==> src/rtl/gbc_pkg.sv <==
// Shared types, S-box constants and the round function of the 28147-89 cipher pipeline.
// No dependencies; every other file of the block imports this package.
package gbc_pkg;

    localparam int NUM_ROUNDS  = 32;
    localparam int NUM_KEYS    = 8;
    localparam int KEY_IDX_W   = 3;
    localparam int HALF_W      = 32;
    localparam int BLOCK_W     = 64;
    localparam int ROUND_ROT   = 11;
    localparam int ROT_BACK    = 21;

    // Operation codes carried by the cmd field
    localparam logic CMD_ENCRYPT = 1'b0;
    localparam logic CMD_DECRYPT = 1'b1;

    typedef logic [NUM_KEYS-1:0][HALF_W-1:0] key_set_t;

    // Payload that travels with one block through the round stages
    typedef struct packed {
        logic              cmd;
        logic [HALF_W-1:0] n1;
        logic [HALF_W-1:0] n2;
    } stage_t;

    // Eight fixed 4-bit substitution boxes, box i serves nibble i
    localparam logic [3:0] SBOX [8][16] = '{
        '{4'h9, 4'h6, 4'h3, 4'h2, 4'h8, 4'hB, 4'h1, 4'h7,
          4'hA, 4'h4, 4'hE, 4'hF, 4'hC, 4'h0, 4'hD, 4'h5},
        '{4'h3, 4'h7, 4'hE, 4'h9, 4'h8, 4'hA, 4'hF, 4'h0,
          4'h5, 4'h2, 4'h6, 4'hC, 4'hB, 4'h4, 4'hD, 4'h1},
        '{4'hE, 4'h4, 4'h6, 4'h2, 4'hB, 4'h3, 4'hD, 4'h8,
          4'hC, 4'hF, 4'h5, 4'hA, 4'h0, 4'h7, 4'h1, 4'h9},
        '{4'hE, 4'h7, 4'hA, 4'hC, 4'hD, 4'h1, 4'h3, 4'h9,
          4'h0, 4'h2, 4'hB, 4'h4, 4'hF, 4'h8, 4'h5, 4'h6},
        '{4'hB, 4'h5, 4'h1, 4'h9, 4'h8, 4'hD, 4'hF, 4'h0,
          4'hE, 4'h4, 4'h2, 4'h3, 4'hC, 4'h7, 4'hA, 4'h6},
        '{4'h3, 4'hA, 4'hD, 4'hC, 4'h1, 4'h2, 4'h0, 4'hB,
          4'h7, 4'h5, 4'h9, 4'h4, 4'h8, 4'hF, 4'hE, 4'h6},
        '{4'h1, 4'hD, 4'h2, 4'h9, 4'h7, 4'hA, 4'h6, 4'h0,
          4'h8, 4'hC, 4'h4, 4'h5, 4'hF, 4'h3, 4'hB, 4'hE},
        '{4'hB, 4'hA, 4'hF, 4'h5, 4'h0, 4'hC, 4'hE, 4'h8,
          4'h6, 4'h2, 4'h3, 4'h9, 4'h1, 4'h7, 4'hD, 4'h4}
    };

    // Round function: add key mod 2^32, substitute nibbles, rotate left
    function automatic logic [HALF_W-1:0] round_f(input logic [HALF_W-1:0] half,
                                                  input logic [HALF_W-1:0] k);
        logic [HALF_W-1:0] x;
        logic [HALF_W-1:0] s;
        x = half + k;
        for (int i = 0; i < 8; i++) begin
            s[4*i +: 4] = SBOX[i][x[4*i +: 4]];
        end
        return {s[HALF_W-ROUND_ROT-1:0], s[HALF_W-1:ROT_BACK]};
    endfunction

endpackage

==> src/rtl/gbc_out.sv <==
// Output register with a one-entry skid stage that decouples the result side.
// Depends on gbc_pkg for the block width.
module gbc_out
    import gbc_pkg::*;
(
    input  logic               clk,
    input  logic               rst_n,
    input  logic               last_valid,
    input  logic [BLOCK_W-1:0] last_block,
    output logic               adv,
    output logic               out_valid,
    input  logic               out_stall,
    output logic [BLOCK_W-1:0] block_out
);

    logic               out_valid_reg;
    logic               out_valid_next;
    logic [BLOCK_W-1:0] out_data_reg;
    logic [BLOCK_W-1:0] out_data_next;
    logic               skid_valid_reg;
    logic               skid_valid_next;
    logic [BLOCK_W-1:0] skid_data_reg;
    logic [BLOCK_W-1:0] skid_data_next;
    logic               arrive;

    // Pipeline moves only while the skid stage is empty
    assign adv    = !skid_valid_reg;
    assign arrive = adv && last_valid;

    // Refill the output register, or park the arriving block in the skid
    always_comb
    begin
        out_valid_next  = out_valid_reg;
        out_data_next   = out_data_reg;
        skid_valid_next = skid_valid_reg;
        skid_data_next  = skid_data_reg;
        if (!out_valid_reg || !out_stall)
        begin
            if (skid_valid_reg)
            begin
                out_valid_next  = 1'b1;
                out_data_next   = skid_data_reg;
                skid_valid_next = 1'b0;
            end
            else
            begin
                out_valid_next = arrive;
                out_data_next  = last_block;
            end
        end
        else if (arrive)
        begin
            skid_valid_next = 1'b1;
            skid_data_next  = last_block;
        end
    end

    always_ff @(posedge clk or negedge rst_n)
    begin
        if (!rst_n)
        begin
            out_valid_reg  <= 1'b0;
            skid_valid_reg <= 1'b0;
        end
        else
        begin
            out_valid_reg  <= out_valid_next;
            skid_valid_reg <= skid_valid_next;
        end
    end

    always_ff @(posedge clk)
    begin
        out_data_reg  <= out_data_next;
        skid_data_reg <= skid_data_next;
    end

    assign out_valid = out_valid_reg;
    assign block_out = out_data_reg;

`ifndef SYNTH
    // Skid stage holds data only behind a full output register
    a_skid_behind_out: assert property (@(posedge clk) disable iff (!rst_n)
        skid_valid_reg |-> out_valid_reg)
        else $error("skid stage full while output register empty");

    // An empty output register never leads to a parked block
    a_no_skid_when_free: assert property (@(posedge clk) disable iff (!rst_n)
        !out_valid_reg |=> !skid_valid_reg)
        else $error("skid stage filled while output was free");

    // A parked block moves out as soon as the output is taken
    a_skid_drains: assert property (@(posedge clk) disable iff (!rst_n)
        (skid_valid_reg && !out_stall) |=> (out_valid_reg && !skid_valid_reg))
        else $error("skid stage failed to drain");
`endif

endmodule

==> config.mk <==
export PLATFORM = sky130hd
export DESIGN_NAME = gbc_out
export DESIGN_NICKNAME = d
export VERILOG_FILES = /design/src/rtl/gbc_pkg.sv /design/src/rtl/gbc_out.sv
export SDC_FILE = /design/constraint.sdc
export NUM_CORES = 1
export LEC_CHECK = 0
export ABC_AREA = 1
export BUFFER_PORTS_ARGS = -buffer_cell sky130_fd_sc_hd__buf_2
export CAP_MARGIN = 20
export CORE_MARGIN = 8
export CORE_UTILIZATION = 30
export DETAILED_ROUTE_END_ITERATION = 8
export HOLD_SLACK_MARGIN = 0.06
export PLACE_DENSITY = 0.49
export SETUP_SLACK_MARGIN = 0.4
export SLEW_MARGIN = 25
export SYNTH_ARGS = -nofsm -noshare
export SYNTH_HDL_FRONTEND = slang
export SYNTH_SLANG_ARGS = --single-unit
==> constraint.sdc <==
create_clock -name clk -period 6.7 [get_ports clk]
set_input_delay 1.005 -clock clk [delete_from_list [all_inputs] [get_ports clk]]
set_output_delay 1.005 -clock clk [all_outputs]
set_load 0.05 [all_outputs]
==> reports/metrics.yaml <==
status: "finished, final reports clean"
cts_root_buf: "clkbuf_16"
postSynthAreaPerCell_um2: 13.86
grt_max_degree: 68
post_cts_buffers: 0
tightest_slew_ns: 0.9396
grt_pass1_vias: 2910
fin_tns_setup_ns: 0
drcViolationCount: 0
final-setup-viol-count: 0
die_y_um: 141.9
io_buffers: 133
final_layout_size_suffix_gt1_frac: 0.3387
synth_top_area_share: 0.8086
p_per_area_mw_per_mm2: 375.6
row_count: 46
rr_endpoint: "skid_data_reg[46]"
synthMuxAreaShare: 0
synth_top_family_by_area: "simple AND/OR/NAND/NOR gates"
ys_warn_count: 0
synth_area_leaders: "edfxtp_1 81%, nand2_1 15%, buf_4 1.1%, dfrtp_1 1.1%, buf_6 0.95%"
fin_nets: 551
synthCells: 343
p_leak_nw: 2.712
synth.yosys.seq_area_share: 0.8192
synthSimpleGateAreaFrac: 0.1564
dpl_cell_area_mm2: 0.005610
path_clk_slew_ns: 0.06
fp.dieW_um: 141.9
antenna_found_initial: 0
synthDistinctLibCells: 8
routed_wl_mm: 10.22
grt_overflow: 0
num_vias: 2823
dpl.hpwl_mm: 6.598
ctsHoldBuffers: 0
fin_skew_ns: 0.005977
worstRegToRegCells: 4
ys_ff_latch: 130
synth_fp_nets: 411
finalHoldViolations: 0
place_ws_ns: 3.329
cts-htree-levels: 4
synth_area_mm2: 0.004753
fin_crit_sh: 0.4258
cts.repair.resized: 0
clkSinkCount: 130
synth_xor_area_frac: 0
synth_top_cell_by_area: "edfxtp_1"
clock_latency_ns: 0.41
rr_startpoint: "skid_valid_reg"
ant_nets: 0
dieArea_mm2: 0.02013
synth_compound_area_frac: 0
rsz0062_at_grt: "false"
wire_per_inst_um: 14.36
grt_usage: 0.1053
slew-limit-headroom: 0.3736
max-clock-path-buffers: 2
drt_iter0_drc: 112
cp_data_arrival_time_ns: 2.89
critPathCaptureType: "register"
hold_class: "in -> async"
fin_area_mm2: 0.006312
fin_util: 0.4017
numCtsBuffers: 17
ios: 134
ir_worst_vdd_uv: 149.4
drtPass1Iterations: 4
r2r_setup_slack_ns: 4.11
worstPathRequired_ns: 6.74
worst-path-max-fanout: 67
max_cap_viol_count: 0
start_kind: "input pin"
fill_cells: 1464
gp_congestion: 0.7047
maxSlewViolCount: 0
fmax_ghz: 0.3505
core_area_mm2: 0.01571
critPathKind: "in -> reg"
vias_per_cell: 3.965
start_util: 0.3025
worst_slack_ns: 3.847
diodes: 0
cts_tree: "built"
synthAdderAreaFrac: 0
period_needed_ns: 2.853
area_delta_synth_final_pct: 32.80
grt_pass1_wl_mm: 15.82
-- routing by layer --
layer / vias to the layer above / part of all wire / track usage
met3: 8 / 0.067 / 0.04503
met5: - / 0 / 0
li1: 1441 / - / -
met2: 95 / 0.46 / 0.1614
met1: 1279 / 0.45 / 0.1264
met4: 0 / 0.014 / 0.04748
-- worst max-delay path by stage --
stage,from,end,cells past startpoint
final,out_stall,skid_data_reg[46],4
after floorplan,out_stall,skid_data_reg[0],2
after global placement,out_stall,skid_data_reg[57],4
after detailed placement,out_stall,skid_data_reg[6],4
after global routing,out_stall,skid_data_reg[51],4
after CTS,out_stall,skid_data_reg[33],4
-- cells in the mapped netlist (all sizes together) --
master,n
buf,14
dfrtp,2
edfxtp,128
inv,1
nand2,195
nor2,3
-- per-stage QoR --
step	hold WS, ns	cells	total power [W]
floorplan	0.4905	343	0.001219
global placement	0.4995	680	0.001300
finish	0.3733	712	0.002371
CTS	0.3550	712	0.002398
global route	0.3503	712	0.002453
detailed placement	0.5029	680	0.001302
-- kinds of logic (layout without fill, tap and decap cells) --
logic type,count (synthesis),after routing
and+or+nand+nor,198,198
DFF,130,130
buffers and inverters,15,168
-- layout make-up --
type,instances,area [µm²],share of cell area
flip-flops and latches,130,3895,0.6170
multi-input cells,198,758.2,0.1201
repair buffers,135,680.7,0.1078
clock buffers,23,478.0,0.07572
well taps,216,270.3,0.04281
clock inverters,9,224.0,0.03548
inverters,1,6.256,0.0009911
-- critical path, stage by stage --
cell,delay (ns)
buf_2,0.10
nand2_4,0.46
nor2_4,0.62
buf_4,0.62
-- cells in the final DEF, fill, tap and decap left out, drive strengths merged --
master / instances
buf: 135
bufinv: 7
clkbuf: 23
clkinv: 2
dfrtp: 2
edfxtp: 128
inv: 1
nand2: 195
nor2: 3
-- where the power goes --
part	internal (W)	leakage [nW]	switching, W
clock	0.000766	0.342	0.000326
sequential	0.000970	1.26	0.0000153
combinational	0.0000590	1.11	0.000235
(Power assumes the default switching activity.)
