`src/rtl/gbc_pkg.sv`:
```
// Shared types, S-box constants and the round function of the 28147-89 cipher pipeline.
// No dependencies; every other file of the block imports this package.
package gbc_pkg;

    localparam int NUM_ROUNDS  = 32;
    localparam int NUM_KEYS    = 8;
    localparam int KEY_IDX_W   = 3;
    localparam int HALF_W      = 32;
    localparam int BLOCK_W     = 64;
    localparam int ROUND_ROT   = 11;
    localparam int ROT_BACK    = 21;

    // Operation codes carried by the cmd field
    localparam logic CMD_ENCRYPT = 1'b0;
    localparam logic CMD_DECRYPT = 1'b1;

    typedef logic [NUM_KEYS-1:0][HALF_W-1:0] key_set_t;

    // Payload that travels with one block through the round stages
    typedef struct packed {
        logic              cmd;
        logic [HALF_W-1:0] n1;
        logic [HALF_W-1:0] n2;
    } stage_t;

    // Eight fixed 4-bit substitution boxes, box i serves nibble i
    localparam logic [3:0] SBOX [8][16] = '{
        '{4'h9, 4'h6, 4'h3, 4'h2, 4'h8, 4'hB, 4'h1, 4'h7,
          4'hA, 4'h4, 4'hE, 4'hF, 4'hC, 4'h0, 4'hD, 4'h5},
        '{4'h3, 4'h7, 4'hE, 4'h9, 4'h8, 4'hA, 4'hF, 4'h0,
          4'h5, 4'h2, 4'h6, 4'hC, 4'hB, 4'h4, 4'hD, 4'h1},
        '{4'hE, 4'h4, 4'h6, 4'h2, 4'hB, 4'h3, 4'hD, 4'h8,
          4'hC, 4'hF, 4'h5, 4'hA, 4'h0, 4'h7, 4'h1, 4'h9},
        '{4'hE, 4'h7, 4'hA, 4'hC, 4'hD, 4'h1, 4'h3, 4'h9,
          4'h0, 4'h2, 4'hB, 4'h4, 4'hF, 4'h8, 4'h5, 4'h6},
        '{4'hB, 4'h5, 4'h1, 4'h9, 4'h8, 4'hD, 4'hF, 4'h0,
          4'hE, 4'h4, 4'h2, 4'h3, 4'hC, 4'h7, 4'hA, 4'h6},
        '{4'h3, 4'hA, 4'hD, 4'hC, 4'h1, 4'h2, 4'h0, 4'hB,
          4'h7, 4'h5, 4'h9, 4'h4, 4'h8, 4'hF, 4'hE, 4'h6},
        '{4'h1, 4'hD, 4'h2, 4'h9, 4'h7, 4'hA, 4'h6, 4'h0,
          4'h8, 4'hC, 4'h4, 4'h5, 4'hF, 4'h3, 4'hB, 4'hE},
        '{4'hB, 4'hA, 4'hF, 4'h5, 4'h0, 4'hC, 4'hE, 4'h8,
          4'h6, 4'h2, 4'h3, 4'h9, 4'h1, 4'h7, 4'hD, 4'h4}
    };

    // Round function: add key mod 2^32, substitute nibbles, rotate left
    function automatic logic [HALF_W-1:0] round_f(input logic [HALF_W-1:0] half,
                                                  input logic [HALF_W-1:0] k);
        logic [HALF_W-1:0] x;
        logic [HALF_W-1:0] s;
        x = half + k;
        for (int i = 0; i < 8; i++) begin
            s[4*i +: 4] = SBOX[i][x[4*i +: 4]];
        end
        return {s[HALF_W-ROUND_ROT-1:0], s[HALF_W-1:ROT_BACK]};
    endfunction

endpackage

```
`src/rtl/gbc_round.sv`:
```
// One pipeline stage: a single Feistel round followed by the stage register.
// Depends on gbc_pkg for the stage payload type and the round function.
module gbc_round
    import gbc_pkg::*;
#(
    parameter logic [KEY_IDX_W-1:0] ENC_IDX = '0,
    parameter logic [KEY_IDX_W-1:0] DEC_IDX = '0,
    parameter bit                   LAST    = 1'b0
)
(
    input  logic     clk,
    input  logic     rst_n,
    input  logic     adv,
    input  key_set_t keys,
    input  logic     valid_in,
    input  stage_t   data_in,
    output logic     valid_out,
    output stage_t   data_out
);

    logic              valid_reg;
    stage_t            data_reg;
    stage_t            data_next;
    logic [HALF_W-1:0] key;
    logic [HALF_W-1:0] t;

    // Pick the key word for this round by direction
    assign key = (data_in.cmd == CMD_DECRYPT) ? keys[DEC_IDX] : keys[ENC_IDX];
    assign t   = round_f(data_in.n1, key) ^ data_in.n2;

    // Swap halves except in the final round
    always_comb
    begin
        data_next.cmd = data_in.cmd;
        if (LAST)
        begin
            data_next.n1 = data_in.n1;
            data_next.n2 = t;
        end
        else
        begin
            data_next.n1 = t;
            data_next.n2 = data_in.n1;
        end
    end

    // Advance valid with the data; hold both while frozen
    always_ff @(posedge clk or negedge rst_n)
    begin
        if (!rst_n)
        begin
            valid_reg <= 1'b0;
        end
        else if (adv)
        begin
            valid_reg <= valid_in;
        end
    end

    always_ff @(posedge clk)
    begin
        if (adv)
        begin
            data_reg <= data_next;
        end
    end

    assign valid_out = valid_reg;
    assign data_out  = data_reg;

endmodule

```
`config.mk`:
```
export PLATFORM = sky130hd
export DESIGN_NAME = gbc_round
export DESIGN_NICKNAME = d
export VERILOG_FILES = /design/src/rtl/gbc_pkg.sv /design/src/rtl/gbc_round.sv
export SDC_FILE = /design/constraint.sdc
export NUM_CORES = 1
export LEC_CHECK = 0
export ABC_AREA = 1
export ABC_CLOCK_PERIOD_IN_PS = 900
export BUFFER_PORTS_ARGS = -buffer_cell sky130_fd_sc_hd__buf_2
export CAP_MARGIN = 20
export CORE_AREA = 3 3 152 154
export CTS_CLUSTER_DIAMETER = 80
export CTS_CLUSTER_SIZE = 24
export DETAILED_ROUTE_END_ITERATION = 10
export DIE_AREA = 0 0 155 157
export GPL_ROUTABILITY_DRIVEN = 0
export PLACE_DENSITY_LB_ADDON = 0.08
export SYNTH_ARGS = -nofsm -noshare
export SYNTH_HDL_FRONTEND = slang
export SYNTH_SLANG_ARGS = --single-unit
```
`constraint.sdc`:
```
create_clock -name clk -period 0.9 [get_ports clk]
set_input_delay 0.18 -clock clk [delete_from_list [all_inputs] [get_ports clk]]
set_output_delay 0.18 -clock clk [all_outputs]
set_load 0.02 [all_outputs]
```
==> results.toml <==
[critical_path]
ws_path_type = "primary input to flip-flop"
timing.critical_path.from_type = "primary input"
timing.critical_path.arrival_ns = 2.26
crit_fanout = 2
cp.required_ns = 0.99
worstSetupEndpointType = "flip-flop"

[run]
max_cap_violations = 0

[floorplanning]
design.portCount = 391
floorplan.initialDensity_pct = 29.5
core_region_area_um2 = 21800
rows = 54
chipWidth_um = 155
fp.dieH_um = 157
die_area_um2 = 24300

[timing]
final-hold-violation-count = 0
final.period_utilization_pct = 241
max-slew-margin-rel_pct = 80.8
achievable-frequency_ghz = 0.462
layout_setup_ws_ns = -1.27
setup_total_neg_slack_ns = -44.56
worst-slew-pin-transition_ns = 0.285
fin_crit_ns = 2.17
clock_skew_ns = 0
setup_violations_final = 98
timing_max_transition_violations_final = 0
rsz_0062_raised_after_global_routing = "yes"

[power]
clock_power_share_pct = 20.7
fin_total_pwr_uw = 17600
vdd_drop_max_uv = 834
power.combinational.fraction_pct = 55.4
internal_power_uw = 10800
power.density_nw_per_um2 = 1540
power_switching_uw = 6850
seqPwrFrac_pct = 23.8
switching_fraction_pct = 38.9
p_leak_uw = 0.00569

[run_status]
outcome = "complete, but fails checks"
failed_checks = "negative setup slack"

[global_route]
grt_pass1_wl_mm = 32.0
first_global_vias = 6612
grt_util_all_layers_pct = 16.3
overflow = 0
antenna_violations_before_repair = 4
grt_start_max_net_pins = 34

[yosys]
synthDominantCellAreaShare_pct = 30.3
yosysWarningCount = 0
synthDistinctLibCells = 37
number_of_flip_flops_and_latches_in_the_synthesized_netlist = 66
netlist_area_um2 = 6440
syn-instance-count = 920
postSynthNetCount = 1312
synthArstFlopShare_pct = 1.52
dominantRegCellSynth = "sky130_fd_sc_hd__edfxtp_1"
netlist_top_cells_count = "sky130_fd_sc_hd__nand2_1, sky130_fd_sc_hd__inv_1, sky130_fd_sc_hd__nand3_1, sky130_fd_sc_hd__ha_1, sky130_fd_sc_hd__edfxtp_1"
post-synth-top-area-cell = "sky130_fd_sc_hd__edfxtp_1"
yosys-top-cells-area = "sky130_fd_sc_hd__edfxtp_1, sky130_fd_sc_hd__nand2_1, sky130_fd_sc_hd__ha_1"
most_common_cell_in_the_netlist = "sky130_fd_sc_hd__nand2_1"
synth_enable_flop_cells = 65
syn-mean-instance-area_um2 = 7.01
fraction_of_the_yosys_area_taken_by_sequential_cells_pct = 30.7

[clock_tree]
cts_max_path_buffers = 2
root_buffer = "sky130_fd_sc_hd__clkbuf_16"
clock_net_sink_count = 66
numCtsBuffers = 9
clkLatencyLatePin_ns = 0.35
tritoncts = "yes"
ctsHtreeMaxLevel = 3
cts.clk_slew.worst_paths_ns = 0.06

[cells_and_area]
post-route-util_pct = 52.2
final_cell_count_no_fill = 1568
fraction_of_final_layout_cells_with_drive_strength_greater_than_1_pct = 51.9
post_synthesis_to_final_layout_area_growth_pct = 76.8
fin_nets = 1675
antennaDiodeCount = 0

[route]
wl_per_cell_um = 12.9
wirelength_mm = 20.2
via_count = 6837
viasPerCell = 4.36
remaining_drc_errors = 0
initialDrtViolationCount = 203
detail-route-antenna-nets = 0
detail_route.first_pass.iterations = 4

[placement]
buffer_ports.inserted = 166
dp_cells = 1530
half_perimeter_wire_length_of_the_detailed_placement_result_mm = 16.1

[worst_hold_path]
min_path_type = "primary input to flip-flop"
-- critical path, stage by stage --
cell                      delay [ns]
sky130_fd_sc_hd__buf_8          0.07
sky130_fd_sc_hd__ha_4           0.12
sky130_fd_sc_hd__inv_2          0.04
sky130_fd_sc_hd__fa_2           0.39
sky130_fd_sc_hd__inv_2          0.07
sky130_fd_sc_hd__nand3_2        0.06
sky130_fd_sc_hd__nand2_2        0.08
sky130_fd_sc_hd__buf_4          0.11
sky130_fd_sc_hd__buf_6          0.10
sky130_fd_sc_hd__xor2_2         0.15
sky130_fd_sc_hd__ha_1           0.27
sky130_fd_sc_hd__or2_4          0.27
sky130_fd_sc_hd__a21oi_2        0.14
sky130_fd_sc_hd__a21oi_2        0.05
sky130_fd_sc_hd__xor2_1         0.15
-- power groups by stage --
stage                     Sequential (uW)  Combinational [uW]  Clock [uW]
final                                4190                9760        3650
after CTS                            4140                8730        3820
after detailed placement             4180                7570           0
after global routing                 4250               10800        3890
after global placement               4180                7530           0
after floorplan                      4830                4030           0
-- cells in the final DEF, fill, tap and decap left out, types with 7 or more instances in the layout --
master	synthesis	final
sky130_fd_sc_hd__a21oi_2	0	16
sky130_fd_sc_hd__buf_2	1	114
sky130_fd_sc_hd__buf_4	0	157
sky130_fd_sc_hd__buf_6	0	74
sky130_fd_sc_hd__clkbuf_16	0	9
sky130_fd_sc_hd__edfxtp_1	65	65
sky130_fd_sc_hd__ha_1	66	24
sky130_fd_sc_hd__ha_2	0	9
sky130_fd_sc_hd__ha_4	0	33
sky130_fd_sc_hd__inv_1	141	121
sky130_fd_sc_hd__inv_2	6	24
sky130_fd_sc_hd__nand2_1	356	270
sky130_fd_sc_hd__nand2_2	31	75
sky130_fd_sc_hd__nand2_4	0	36
sky130_fd_sc_hd__nand3_1	84	46
sky130_fd_sc_hd__nand3_2	5	35
sky130_fd_sc_hd__nand3_4	0	8
sky130_fd_sc_hd__nand3b_1	12	12
sky130_fd_sc_hd__nor2_1	43	27
sky130_fd_sc_hd__nor2_2	8	17
sky130_fd_sc_hd__nor2_4	0	7
sky130_fd_sc_hd__o211ai_1	8	8
sky130_fd_sc_hd__xnor2_4	0	7
sky130_fd_sc_hd__xor2_1	16	9
-- area by class of cell --
type / instances / area [um^2]
clock buffers: 9 / 225
clock inverters: 7 / 70.1
fillers: 2163 / 10400
inverters: 147 / 557
multi-input cells: 706 / 5510
flip-flops and latches: 66 / 1980
well taps: 280 / 350
repair buffers: 353 / 2700
-- stage by stage --
step | hold WS [ns] | setup WS, ns | instance area [um^2]
finish | 0.0259 | -1.27 | 11400
global route | 0.0208 | -1.37 | 11400
CTS | 0.0100 | -1.19 | 10600
detailed placement | -0.0436 | -1.75 | 9240
global placement | -0.0441 | -1.73 | 9240
floorplan | -0.116 | -1.43 | 6810
-- timing repair --
action,4_1_cts,5_1_grt
gates resized for setup,213,193
cloned,0,0
hold buffers,3,0
endpoints found under the hold margin,3,0
setup buffers,16,9
endpoints found under the setup margin,98,98
pin swaps,88,87
-- metal layers --
| layer | global-route usage [%] | share of wire (%) |
|---|---|---|
| met5 | 0 | 0.29 |
| met4 | 5.47 | 1.6 |
| met3 | 3.79 | 5.9 |
| met2 | 25.6 | 45 |
| met1 | 22.2 | 47 |
-- path summary, 6_finish.rpt --
check,startpoint,to,slack [ns],cells past startpoint
setup / recovery,keys[0],data_out[48],-1.27,15
hold / removal,data_in[53],data_out[21],0.03,1
setup reg to reg,valid_out,valid_out,0.14,1
hold reg to reg,valid_out,valid_out,0.54,1
max in group asynchronous,rst_n,valid_out,0.69,2
min in group asynchronous,rst_n,valid_out,0.13,2
-- registers in the layout (all words and copies together) (netlist names) --
| register | flops |
|---|---|
| valid_out | 1 |
| data_out | 65 |
-- kinds of logic (layout without fill, tap and decap cells) --
family                     Yosys count  after routing  synth area share, %
muxes                                1              1                0.175
AOI/OAI and AO/OA                   53             53                 4.68
DFF                                 66             66                 30.7
xor gates and xnor gates            35             35                 5.51
adders and majority gates           67             67                 13.1
and+or+nand+nor                    550            550                 37.2
buffers and inverters              148            516                 8.64
No activity file was read; power rests on OpenSTA's default activity.
