--- config.mk ---
export PLATFORM = sky130hd
export DESIGN_NAME = gbc_keys
export DESIGN_NICKNAME = d
export VERILOG_FILES = /design/src/rtl/gbc_pkg.sv /design/src/rtl/gbc_keys.sv
export SDC_FILE = /design/constraint.sdc
export NUM_CORES = 1
export LEC_CHECK = 0
export CORE_UTILIZATION = 45
export CTS_BUF_LIST = sky130_fd_sc_hd__clkbuf_16
export DETAILED_ROUTE_END_ITERATION = 7
export DONT_BUFFER_PORTS = 1
export GPL_TIMING_DRIVEN = 0
export SYNTH_ARGS = -nofsm -noshare
export SYNTH_HDL_FRONTEND = slang
export SYNTH_SLANG_ARGS = --single-unit
--- constraint.sdc ---
create_clock -name clk -period 1.25 [get_ports clk]
set_clock_uncertainty 0.2 [all_clocks]
set_input_delay 0.125 -clock clk [delete_from_list [all_inputs] [get_ports clk]]
set_output_delay 0.125 -clock clk [all_outputs]
set_load 0.005 [all_outputs]
--- src/rtl/gbc_pkg.sv ---
// Shared types, S-box constants and the round function of the 28147-89 cipher pipeline.
// No dependencies; every other file of the block imports this package.
package gbc_pkg;

    localparam int NUM_ROUNDS  = 32;
    localparam int NUM_KEYS    = 8;
    localparam int KEY_IDX_W   = 3;
    localparam int HALF_W      = 32;
    localparam int BLOCK_W     = 64;
    localparam int ROUND_ROT   = 11;
    localparam int ROT_BACK    = 21;

    // Operation codes carried by the cmd field
    localparam logic CMD_ENCRYPT = 1'b0;
    localparam logic CMD_DECRYPT = 1'b1;

    typedef logic [NUM_KEYS-1:0][HALF_W-1:0] key_set_t;

    // Payload that travels with one block through the round stages
    typedef struct packed {
        logic              cmd;
        logic [HALF_W-1:0] n1;
        logic [HALF_W-1:0] n2;
    } stage_t;

    // Eight fixed 4-bit substitution boxes, box i serves nibble i
    localparam logic [3:0] SBOX [8][16] = '{
        '{4'h9, 4'h6, 4'h3, 4'h2, 4'h8, 4'hB, 4'h1, 4'h7,
          4'hA, 4'h4, 4'hE, 4'hF, 4'hC, 4'h0, 4'hD, 4'h5},
        '{4'h3, 4'h7, 4'hE, 4'h9, 4'h8, 4'hA, 4'hF, 4'h0,
          4'h5, 4'h2, 4'h6, 4'hC, 4'hB, 4'h4, 4'hD, 4'h1},
        '{4'hE, 4'h4, 4'h6, 4'h2, 4'hB, 4'h3, 4'hD, 4'h8,
          4'hC, 4'hF, 4'h5, 4'hA, 4'h0, 4'h7, 4'h1, 4'h9},
        '{4'hE, 4'h7, 4'hA, 4'hC, 4'hD, 4'h1, 4'h3, 4'h9,
          4'h0, 4'h2, 4'hB, 4'h4, 4'hF, 4'h8, 4'h5, 4'h6},
        '{4'hB, 4'h5, 4'h1, 4'h9, 4'h8, 4'hD, 4'hF, 4'h0,
          4'hE, 4'h4, 4'h2, 4'h3, 4'hC, 4'h7, 4'hA, 4'h6},
        '{4'h3, 4'hA, 4'hD, 4'hC, 4'h1, 4'h2, 4'h0, 4'hB,
          4'h7, 4'h5, 4'h9, 4'h4, 4'h8, 4'hF, 4'hE, 4'h6},
        '{4'h1, 4'hD, 4'h2, 4'h9, 4'h7, 4'hA, 4'h6, 4'h0,
          4'h8, 4'hC, 4'h4, 4'h5, 4'hF, 4'h3, 4'hB, 4'hE},
        '{4'hB, 4'hA, 4'hF, 4'h5, 4'h0, 4'hC, 4'hE, 4'h8,
          4'h6, 4'h2, 4'h3, 4'h9, 4'h1, 4'h7, 4'hD, 4'h4}
    };

    // Round function: add key mod 2^32, substitute nibbles, rotate left
    function automatic logic [HALF_W-1:0] round_f(input logic [HALF_W-1:0] half,
                                                  input logic [HALF_W-1:0] k);
        logic [HALF_W-1:0] x;
        logic [HALF_W-1:0] s;
        x = half + k;
        for (int i = 0; i < 8; i++) begin
            s[4*i +: 4] = SBOX[i][x[4*i +: 4]];
        end
        return {s[HALF_W-ROUND_ROT-1:0], s[HALF_W-1:ROT_BACK]};
    endfunction

endpackage

--- src/rtl/gbc_keys.sv ---
// Key register file: eight 32-bit round key words written through the config port.
// Depends on gbc_pkg for the key set type.
module gbc_keys
    import gbc_pkg::*;
(
    input  logic                 clk,
    input  logic                 rst_n,
    input  logic                 cfg_we,
    input  logic [KEY_IDX_W-1:0] cfg_index,
    input  logic [HALF_W-1:0]    cfg_data,
    output key_set_t             keys
);

    key_set_t key_reg;
    key_set_t key_next;

    // Replace the addressed key word on a write
    always_comb
    begin
        key_next = key_reg;
        if (cfg_we)
        begin
            key_next[cfg_index] = cfg_data;
        end
    end

    always_ff @(posedge clk or negedge rst_n)
    begin
        if (!rst_n)
        begin
            key_reg <= '0;
        end
        else
        begin
            key_reg <= key_next;
        end
    end

    assign keys = key_reg;

endmodule

==> results of run 1 <==
per-layer routing:
| metal | vias to the layer above | share of wire | GRT usage |
|---|---|---|---|
| met5 | - | 0 | 0 |
| met4 | 0 | 0.020 | 0.0562 |
| met3 | 32 | 0.11 | 0.0887 |
| met2 | 198 | 0.50 | 0.360 |
| met1 | 2570 | 0.37 | 0.235 |
| li1 | 2083 | - | - |
cells in the mapped netlist:
cell type	instances	area, um^2
buf_2	19	95.1
nand4b_1	3	26.3
nor4bb_1	3	30.0
nor4b_4	1	23.8
nand4_1	1	6.26
mux2_1	25	282
mux2_2	231	2600
dfrtp_1	256	6410
buf_6	12	135
timing repair:
action	4_1_cts	5_1_grt
resized for setup	0	1
setup endpoints to repair	256	256
buffers inserted	0	0
pin swaps	0	0
hold endpoints to repair	512	295
cell usage in the layout (no fill, tap or decap), drive strengths merged:
cell and count:
buf 31, bufinv 1, clkbuf 27, clkinv 14, dfrtp 256, dlygate4sd3 32, inv 6, mux2 256
nand4 1, nand4b 3, nor4b 1, nor4bb 3
logic make-up after synthesis:
logic type / Yosys count / share of synthesized area
multiplexers: 256 / 0.300
AND/OR/NAND/NOR: 8 / 0.00899
buffers and inverters: 31 / 0.0240
flip-flops: 256 / 0.667
layout make-up:
class / instances / area (um^2)
plain buffers: 31 / 338
clock buffers: 27 / 676
clock inverters: 21 / 120
fillers: 1683 / 9480
multi-input cells: 264 / 3270
flip-flops and latches: 256 / 6410
well taps: 275 / 344
repair buffers: 32 / 320
power by group through the flow:
| stage | logic, uW | clock network [uW] | registers [uW] |
|---|---|---|---|
| after CTS | 2520 | 7390 | 11900 |
| after floorplan | 2080 | 0 | 11300 |
| after global placement | 2200 | 0 | 11900 |
| after global routing | 2690 | 7730 | 12100 |
| after detailed placement | 2340 | 0 | 12000 |
| final | 2490 | 7190 | 11800 |
final timing paths:
kind	startpoint	endpoint	cells past startpoint
max	keys[223]	keys[223]	0
min	rst_n	keys[142]	0
max reg2reg	keys[223]	keys[223]	1
min reg2reg	keys[15]	keys[15]	1
max in group asynchronous	rst_n	keys[120]	0
min in group clk	cfg_index[1]	keys[31]	3
per-stage QoR:
step                 util  area, um^2
floorplan               -       10000
detailed placement  0.494       10400
global placement    0.494       10400
CTS                 0.548       11500
global route        0.548       11500
finish              0.548       11500
==> impl_metrics.py, run 1 <==
metrics = {
    "status": {
        "status": "finished, violations left",
        "violations": "negative hold slack, negative setup slack",
    },
    "cts": {
        "cts.path.max_buffers": 3,
        "cts_buffers": 27,
        "postCtsHoldBufs": 32,
        "cts_root_buffer": "clkbuf_16",
        "clkLatencyLatePin_ps": 520,
        "cts_htree_levels": 1,
        "clk_pin_slew_ps": 60,
        "cts_tree": "built",
        "clock-sinks": 256,
    },
    "yosys": {
        "yosysUniqueCellTypes": 9,
        "ys_seq_elements": 256,
        "ys_seq_area_frac": 0.667,
        "syn_area_per_cell_um2": 17.4,
        "yosys_warnings": 0,
        "syn-cell-area_um2": 9610,
        "syn-num-nets": 589,
        "syn_inst": 551,
    },
    "setup_path": {
        "path_class": "flop to output port",
        "worstPathRequired_ps": 930,
        "r2r_slack_ps": 220,
        "cp.arrival_ps": 960,
        "crit_fanout": 2,
        "worstSetupStartpointType": "flop",
        "end_kind": "output port",
    },
    "floorplanning": {
        "io_pins": 294,
        "start_util": 0.458,
        "dieHeight_um": 148,
        "fp.dieW_um": 148,
        "fp.dieArea_um2": 21900,
        "coreArea_um2": 21000,
        "num_rows": 53,
    },
    "sta": {
        "rsz0062_at_grt": "true",
        "min_period_over_period": 1.03,
        "setup_viol": 127,
        "min_period_ps": 1280,
        "slew_headroom": 0.666,
        "hold_viol": 296,
        "holdWs_ps": -905,
        "worst_slack_ps": -32.7,
        "worst_pin_slew_ps": 498,
        "fmax_ghz": 0.780,
        "tns_ps": -992,
        "slew_viol_final": 0,
    },
    "drt": {
        "drtPass1Iterations": 4,
        "num_vias": 4883,
        "drt-initial-drc-count": 174,
        "antenna_left": 0,
        "wl_per_cell_um": 25.5,
        "viasPerCell": 5.39,
        "wirelength_um": 23100,
        "drcViolationCount": 0,
    },
    "global_routing": {
        "antenna_found_initial": 0,
        "grtUsageTotal": 0.208,
        "grt-ovfl-total": 0,
        "grt_pass1_wl_um": 34400,
        "grt_pass1_vias": 5361,
        "grt_max_degree": 257,
    },
    "power": {
        "power.share.switching": 0.256,
        "power_frac_comb": 0.116,
        "p_clk_frac": 0.334,
        "total_power_uw": 21500,
        "seq_power_share": 0.550,
        "leakage_uw": 0.00515,
        "peakVddDrop_v": 0.00120,
        "power.switching_uw": 5510,
        "internal-power_uw": 16000,
        "cellPowerDensity_nw_per_um2": 1880,
    },
    "place": {
        "place.port_buffers": 0,
        "gp_congestion": 0.761,
        "pre_cts_ws_ps": -485,
        "place_inst": 826,
        "dpl.hpwl_um": 15100,
    },
    "cells_and_area": {
        "nets": 650,
        "syn2layout_area_growth_pct": 19.5,
        "num_antenna_cells": 0,
        "largest_reg_flops": 256,
        "final_cells": 906,
        "drive_gt1_frac": 0.501,
    },
    "worst_hold_path": {
        "hold_class": "input port to async pin",
    },
    "run": {
        "cap_violations": 0,
    },
}
No activity file was read; power rests on OpenSTA's default activity.
==> inputs of run 2 (changes only) <==
- ABC_AREA: not set -> 1
==> impl_metrics.py, run 2 <==
metrics = {
    "yosys": {
        "ys_seq_elements": 256,
        "synthSimpleGateAreaFrac": 0.313,
        "synth.top_cell.area_share": 0.641,
        "synth_ff_type": "dfrtp_1",
        "synthAdderAreaFrac": 0,
        "synth_mux_area_frac": 0,
        "synth-compound-area-share": 0,
        "synth_xor_area_frac": 0,
        "synth.largest_area_cell": "dfrtp_1",
        "syn_area_per_cell_um2": 8.73,
        "yosys_warnings": 0,
        "syn-num-nets": 1183,
        "syn_inst": 1145,
        "synth_top_family_by_area": "simple AND/OR/NAND/NOR gates",
        "synth_edf_count": 0,
        "synth_commonest_cells": "653 x nand2_1, 256 x dfrtp_1, 128 x nand3_1",
        "yosysUniqueCellTypes": 12,
        "ys_seq_area_frac": 0.641,
        "syn-cell-area_um2": 9990,
        "async_reset_ff_frac": 1.00,
        "synthTopCellsByArea": "dfrtp_1 64%, nand2_1 25%, nand3_1 6.4%",
        "yosysMostFrequentCell": "nand2_1",
    },
    "cts": {
        "cts_tree": "built",
        "clkLatencyLatePin_ps": 520,
        "clk_pin_slew_ps": 60,
        "cts_buffers": 28,
        "cts.path.max_buffers": 3,
        "cts_htree_levels": 1,
        "cts_root_buffer": "clkbuf_16",
        "clock-sinks": 256,
        "post-cts-setup-buffer-count": 0,
    },
    "floorplanning": {
        "dieHeight_um": 151,
        "io_pins": 294,
        "num_rows": 54,
        "fp.dieArea_um2": 22800,
        "start_util": 0.458,
        "fp.dieW_um": 151,
        "coreArea_um2": 21800,
    },
    "power": {
        "peakVddDrop_v": 0.00105,
        "cellPowerDensity_nw_per_um2": 1820,
        "leakage_uw": 0.00629,
    },
    "setup_path": {
        "path_class": "flop to output port",
        "timing.rr.start": "keys[223]",
        "worstPathRequired_ps": 930,
        "end_kind": "output port",
        "cp.arrival_ps": 960,
        "worstSetupStartpointType": "flop",
        "crit_path_start": "keys[223]",
        "crit_fanout": 2,
    },
    "global_routing": {
        "grt_pass1_vias": 7213,
        "grt-ovfl-total": 0,
        "grt_pass1_wl_um": 44400,
        "grt_max_degree": 257,
        "antenna_found_initial": 0,
        "grtUsageTotal": 0.261,
    },
    "place": {
        "gp_congestion": 0.789,
        "dpl.hpwl_um": 19600,
        "place.port_buffers": 0,
    },
    "cells_and_area": {
        "syn2layout_area_growth_pct": 15.8,
        "num_antenna_cells": 0,
        "multiInputGateArea_um2": 3150,
        "mostFrequentLayoutCell": "nand2_1",
        "nets": 1249,
        "layout_common_cells": "648 x nand2_1, 255 x dfrtp_1, 128 x nand3_1",
        "largest_reg_flops": 256,
        "fillers": 2018,
        "utilization": 0.530,
        "drive_gt1_frac": 0.0857,
        "ff_latch_area_um2": 6410,
    },
    "sta": {
        "holdWs_ps": -900,
        "worst_slack_ps": -39.8,
        "fmax_ghz": 0.775,
        "tns_ps": -1360,
        "slew_viol_final": 0,
        "min_period_ps": 1290,
        "setup_viol": 141,
        "worst_pin_slew_ps": 754,
        "min_period_over_period": 1.03,
        "rsz0062_at_grt": "true",
        "hold_viol": 349,
        "slew_headroom": 0.496,
    },
    "run": {
        "cap_violations": 0,
    },
    "status": {
        "status": "finished, violations left",
        "violations": "negative hold slack, negative setup slack",
    },
    "drt": {
        "viasPerCell": 5.18,
        "wl_per_cell_um": 20.2,
        "antenna_left": 0,
        "drcViolationCount": 0,
        "num_vias": 7799,
        "wirelength_um": 30400,
        "drtPass1Iterations": 5,
        "drt-initial-drc-count": 496,
    },
    "worst_hold_path": {
        "hold_class": "input port to async pin",
    },
}
[run 2: final timing paths]
kind	end	slack, ps	cells past startpoint
setup / recovery	keys[223]	-40	0
hold / removal	keys[183]	-900	0
setup reg to reg	keys[223]	360	2
hold reg to reg	keys[90]	290	2
max in group asynchronous	keys[2]	1200	0
min in group clk	keys[149]	-360	3
[run 2: cells by family after synthesis]
logic type,Yosys count
simple gates,789
flops,256
buf+inv,100
[run 2: report_power, final]
part	leakage, uW	internal, uW	switching [uW]
clock	0.000436	4520	3140
combinational	0.00264	787	1240
sequential	0.00322	9860	1500
total	0.00629	15200	5880
[run 2: per-layer routing]
metal  GRT usage  vias to the layer above  part of all wire
met1       0.360                     3805              0.41
met4      0.0665                        0             0.019
met2       0.403                      315              0.47
li1            -                     3643                 -
met3      0.0753                       36             0.096
met5           0                        -                 0
[run 2: layout make-up]
class,instances,share of cell area
Buffer,94,0.0375
Clock buffer,29,0.0627
Clock inverter,15,0.00973
Inverter,6,0.00227
Multi-Input combinational cell,789,0.272
Sequential cell,256,0.554
Tap cell,280,0.0303
Timing Repair Buffer,36,0.0311
[run 2: repair_timing]
action                                 in CTS  in global routing
hold buffers                               35                  2
endpoints found under the hold margin     512                317
setup endpoints to repair                 285                407
gates resized for setup                     2                  8
[run 2: metrics by stage]
| stage | instance area [um^2] | std cells | total power (uW) | worst slack [ps] |
|---|---|---|---|---|
| 3_3_place_gp | 10300 | 1425 | 13300 | -627 |
| 2_1_floorplan | 9990 | 1145 | 12400 | 59.8 |
| 6_report | 11600 | 1505 | 21000 | -39.8 |
| 5_1_grt | 11600 | 1505 | 22000 | -112 |
| 4_1_cts | 11500 | 1504 | 21200 | -52.6 |
| 3_5_place_dp | 10300 | 1425 | 13400 | -641 |
==> inputs of run 3 (changes only) <==
- ABC_AREA: 1 -> 0
- CORE_UTILIZATION: 45 -> 51
- PLACE_DENSITY: not set -> 0.66
==> impl_metrics.py, run 3 (synthesized netlist as in run 1, its figures left out) <==
metrics = {
    "setup_path": {
        "rr_endpoint": "keys[73]",
        "path_class": "flop to output port",
        "worstSetupStartpointType": "flop",
        "r2r_slack_ps": 220,
        "timing.rr.start": "keys[73]",
        "worstPathRequired_ps": 930,
        "crit_fanout": 2,
        "r2r.worst_path.cells": 1,
        "cp.arrival_ps": 950,
        "end_kind": "output port",
    },
    "power": {
        "peakVddDrop_v": 0.00123,
        "leakage_uw": 0.00516,
        "total_power_uw": 22100,
        "cellPowerDensity_nw_per_um2": 1930,
    },
    "drt": {
        "drcViolationCount": 19,
        "wirelength_um": 22400,
        "viasPerCell": 5.74,
        "num_vias": 4933,
        "drt-initial-drc-count": 175,
        "drtPass1Iterations": 7,
        "wl_per_cell_um": 26.0,
        "antenna_left": 0,
    },
    "floorplanning": {
        "io_pins": 294,
        "num_rows": 49,
        "fp.dieW_um": 139,
        "start_util": 0.528,
        "dieHeight_um": 139,
        "coreArea_um2": 18200,
        "fp.dieArea_um2": 19400,
    },
    "cts": {
        "cts_tree": "built",
        "cts_root_buffer": "clkbuf_16",
        "clkLatencyLatePin_ps": 520,
        "cts.path.max_buffers": 3,
        "cts_htree_levels": 1,
        "clk_pin_slew_ps": 60,
        "cts_buffers": 27,
        "clock-sinks": 256,
        "postCtsHoldBufs": 33,
    },
    "cells_and_area": {
        "mostFrequentLayoutCell": "dfrtp_1",
        "largest_reg_flops": 256,
        "nets": 650,
        "syn2layout_area_growth_pct": 19.7,
        "num_antenna_cells": 0,
        "drive_gt1_frac": 0.499,
        "layout_common_cells": "256 x dfrtp_1, 165 x mux2_2, 81 x mux2_4",
        "utilization": 0.631,
    },
    "sta": {
        "holdWs_ps": -888,
        "worst_slack_ps": -23.3,
        "worst_pin_slew_ps": 472,
        "hold_viol": 292,
        "slew_headroom": 0.684,
        "setup_viol": 70,
        "min_period_ps": 1270,
        "fmax_ghz": 0.785,
        "min_period_over_period": 1.02,
        "rsz0062_at_grt": "true",
        "slew_viol_final": 0,
    },
    "place": {
        "gp_congestion": 0.737,
        "pre_cts_ws_ps": -446,
        "place.port_buffers": 0,
        "dpl.hpwl_um": 14800,
    },
    "global_routing": {
        "antenna_found_initial": 0,
        "grt_pass1_vias": 5537,
        "grt_max_degree": 257,
        "grt-ovfl-total": 0,
        "grtUsageTotal": 0.235,
        "grt_pass1_wl_um": 34800,
    },
    "run": {
        "cap_violations": 0,
    },
    "status": {
        "status": "finished, violations left",
        "violations": "design-rule violations, negative hold slack, negative setup slack",
    },
    "worst_hold_path": {
        "hold_class": "input port to async pin",
    },
}
==> run 3: cell count changes in the layout (fill, tap and decap cells not counted), moves of 9 or more <==
cell,previous run,this run
nand2_1,648,0
mux2_2,0,165
nand3_1,128,0
mux2_4,0,81
buf_2,35,2
clkbuf_1,32,0
clkbuf_2,21,0
buf_6,0,20
mux2_1,0,10
inv_1,11,2
==> run 3: worst max path at each step <==
| stage | from | end | slack (ps) | depth (start not counted) |
|---|---|---|---|---|
| 5_1_grt | keys[25] | keys[25] | -50 | 0 |
| 2_1_floorplan | cfg_index[0] | keys[10] | -240 | 4 |
| 4_1_cts | keys[32] | keys[32] | -50 | 0 |
| 3_3_place_gp | cfg_index[0] | keys[20] | -410 | 4 |
| 6_report | keys[31] | keys[31] | -20 | 0 |
| 3_5_place_dp | cfg_index[0] | keys[16] | -450 | 4 |
==> run 3: timing repair <==
action                     4_1_cts  5_1_grt
setup buffers                    0        0
setup endpoints to repair      228      256
gates cloned                     0        0
gates resized for setup          0        2
hold endpoints to repair       512      278
==> run 3: report_power, final <==
group / internal [uW] / switching, uW / total, uW
Clock: 4720 / 3120 / 7830
Sequential: 10100 / 1690 / 11800
Combinational: 1780 / 707 / 2490
==> run 3: final cells by class <==
class / count / area (um^2)
Clock buffer: 27 / 676
Multi-Input combinational cell: 264 / 3270
Buffer: 31 / 340
Clock inverter: 21 / 194
Tap cell: 229 / 287
Sequential cell: 256 / 6410
Fill cell: 1381 / 6710
Timing Repair Buffer: 32 / 320
==> run 3: layer usage <==
layer | track usage | share of wire
met1 | 0.284 | 0.38
met2 | 0.398 | 0.50
met3 | 0.0836 | 0.10
met4 | 0.0649 | 0.021
met5 | 0 | 0
==> run 3: per-stage QoR <==
step | hold WS (ps) | instances | TNS [ps] | area [um^2]
3_5_place_dp | -366 | 780 | -81210 | 10300
3_3_place_gp | -366 | 780 | -77190 | 10300
4_1_cts | -910 | 861 | -3030 | 11500
5_1_grt | -908 | 860 | -4980 | 11500
6_report | -888 | 860 | -497 | 11500
2_1_floorplan | -371 | 551 | -35500 | 10000
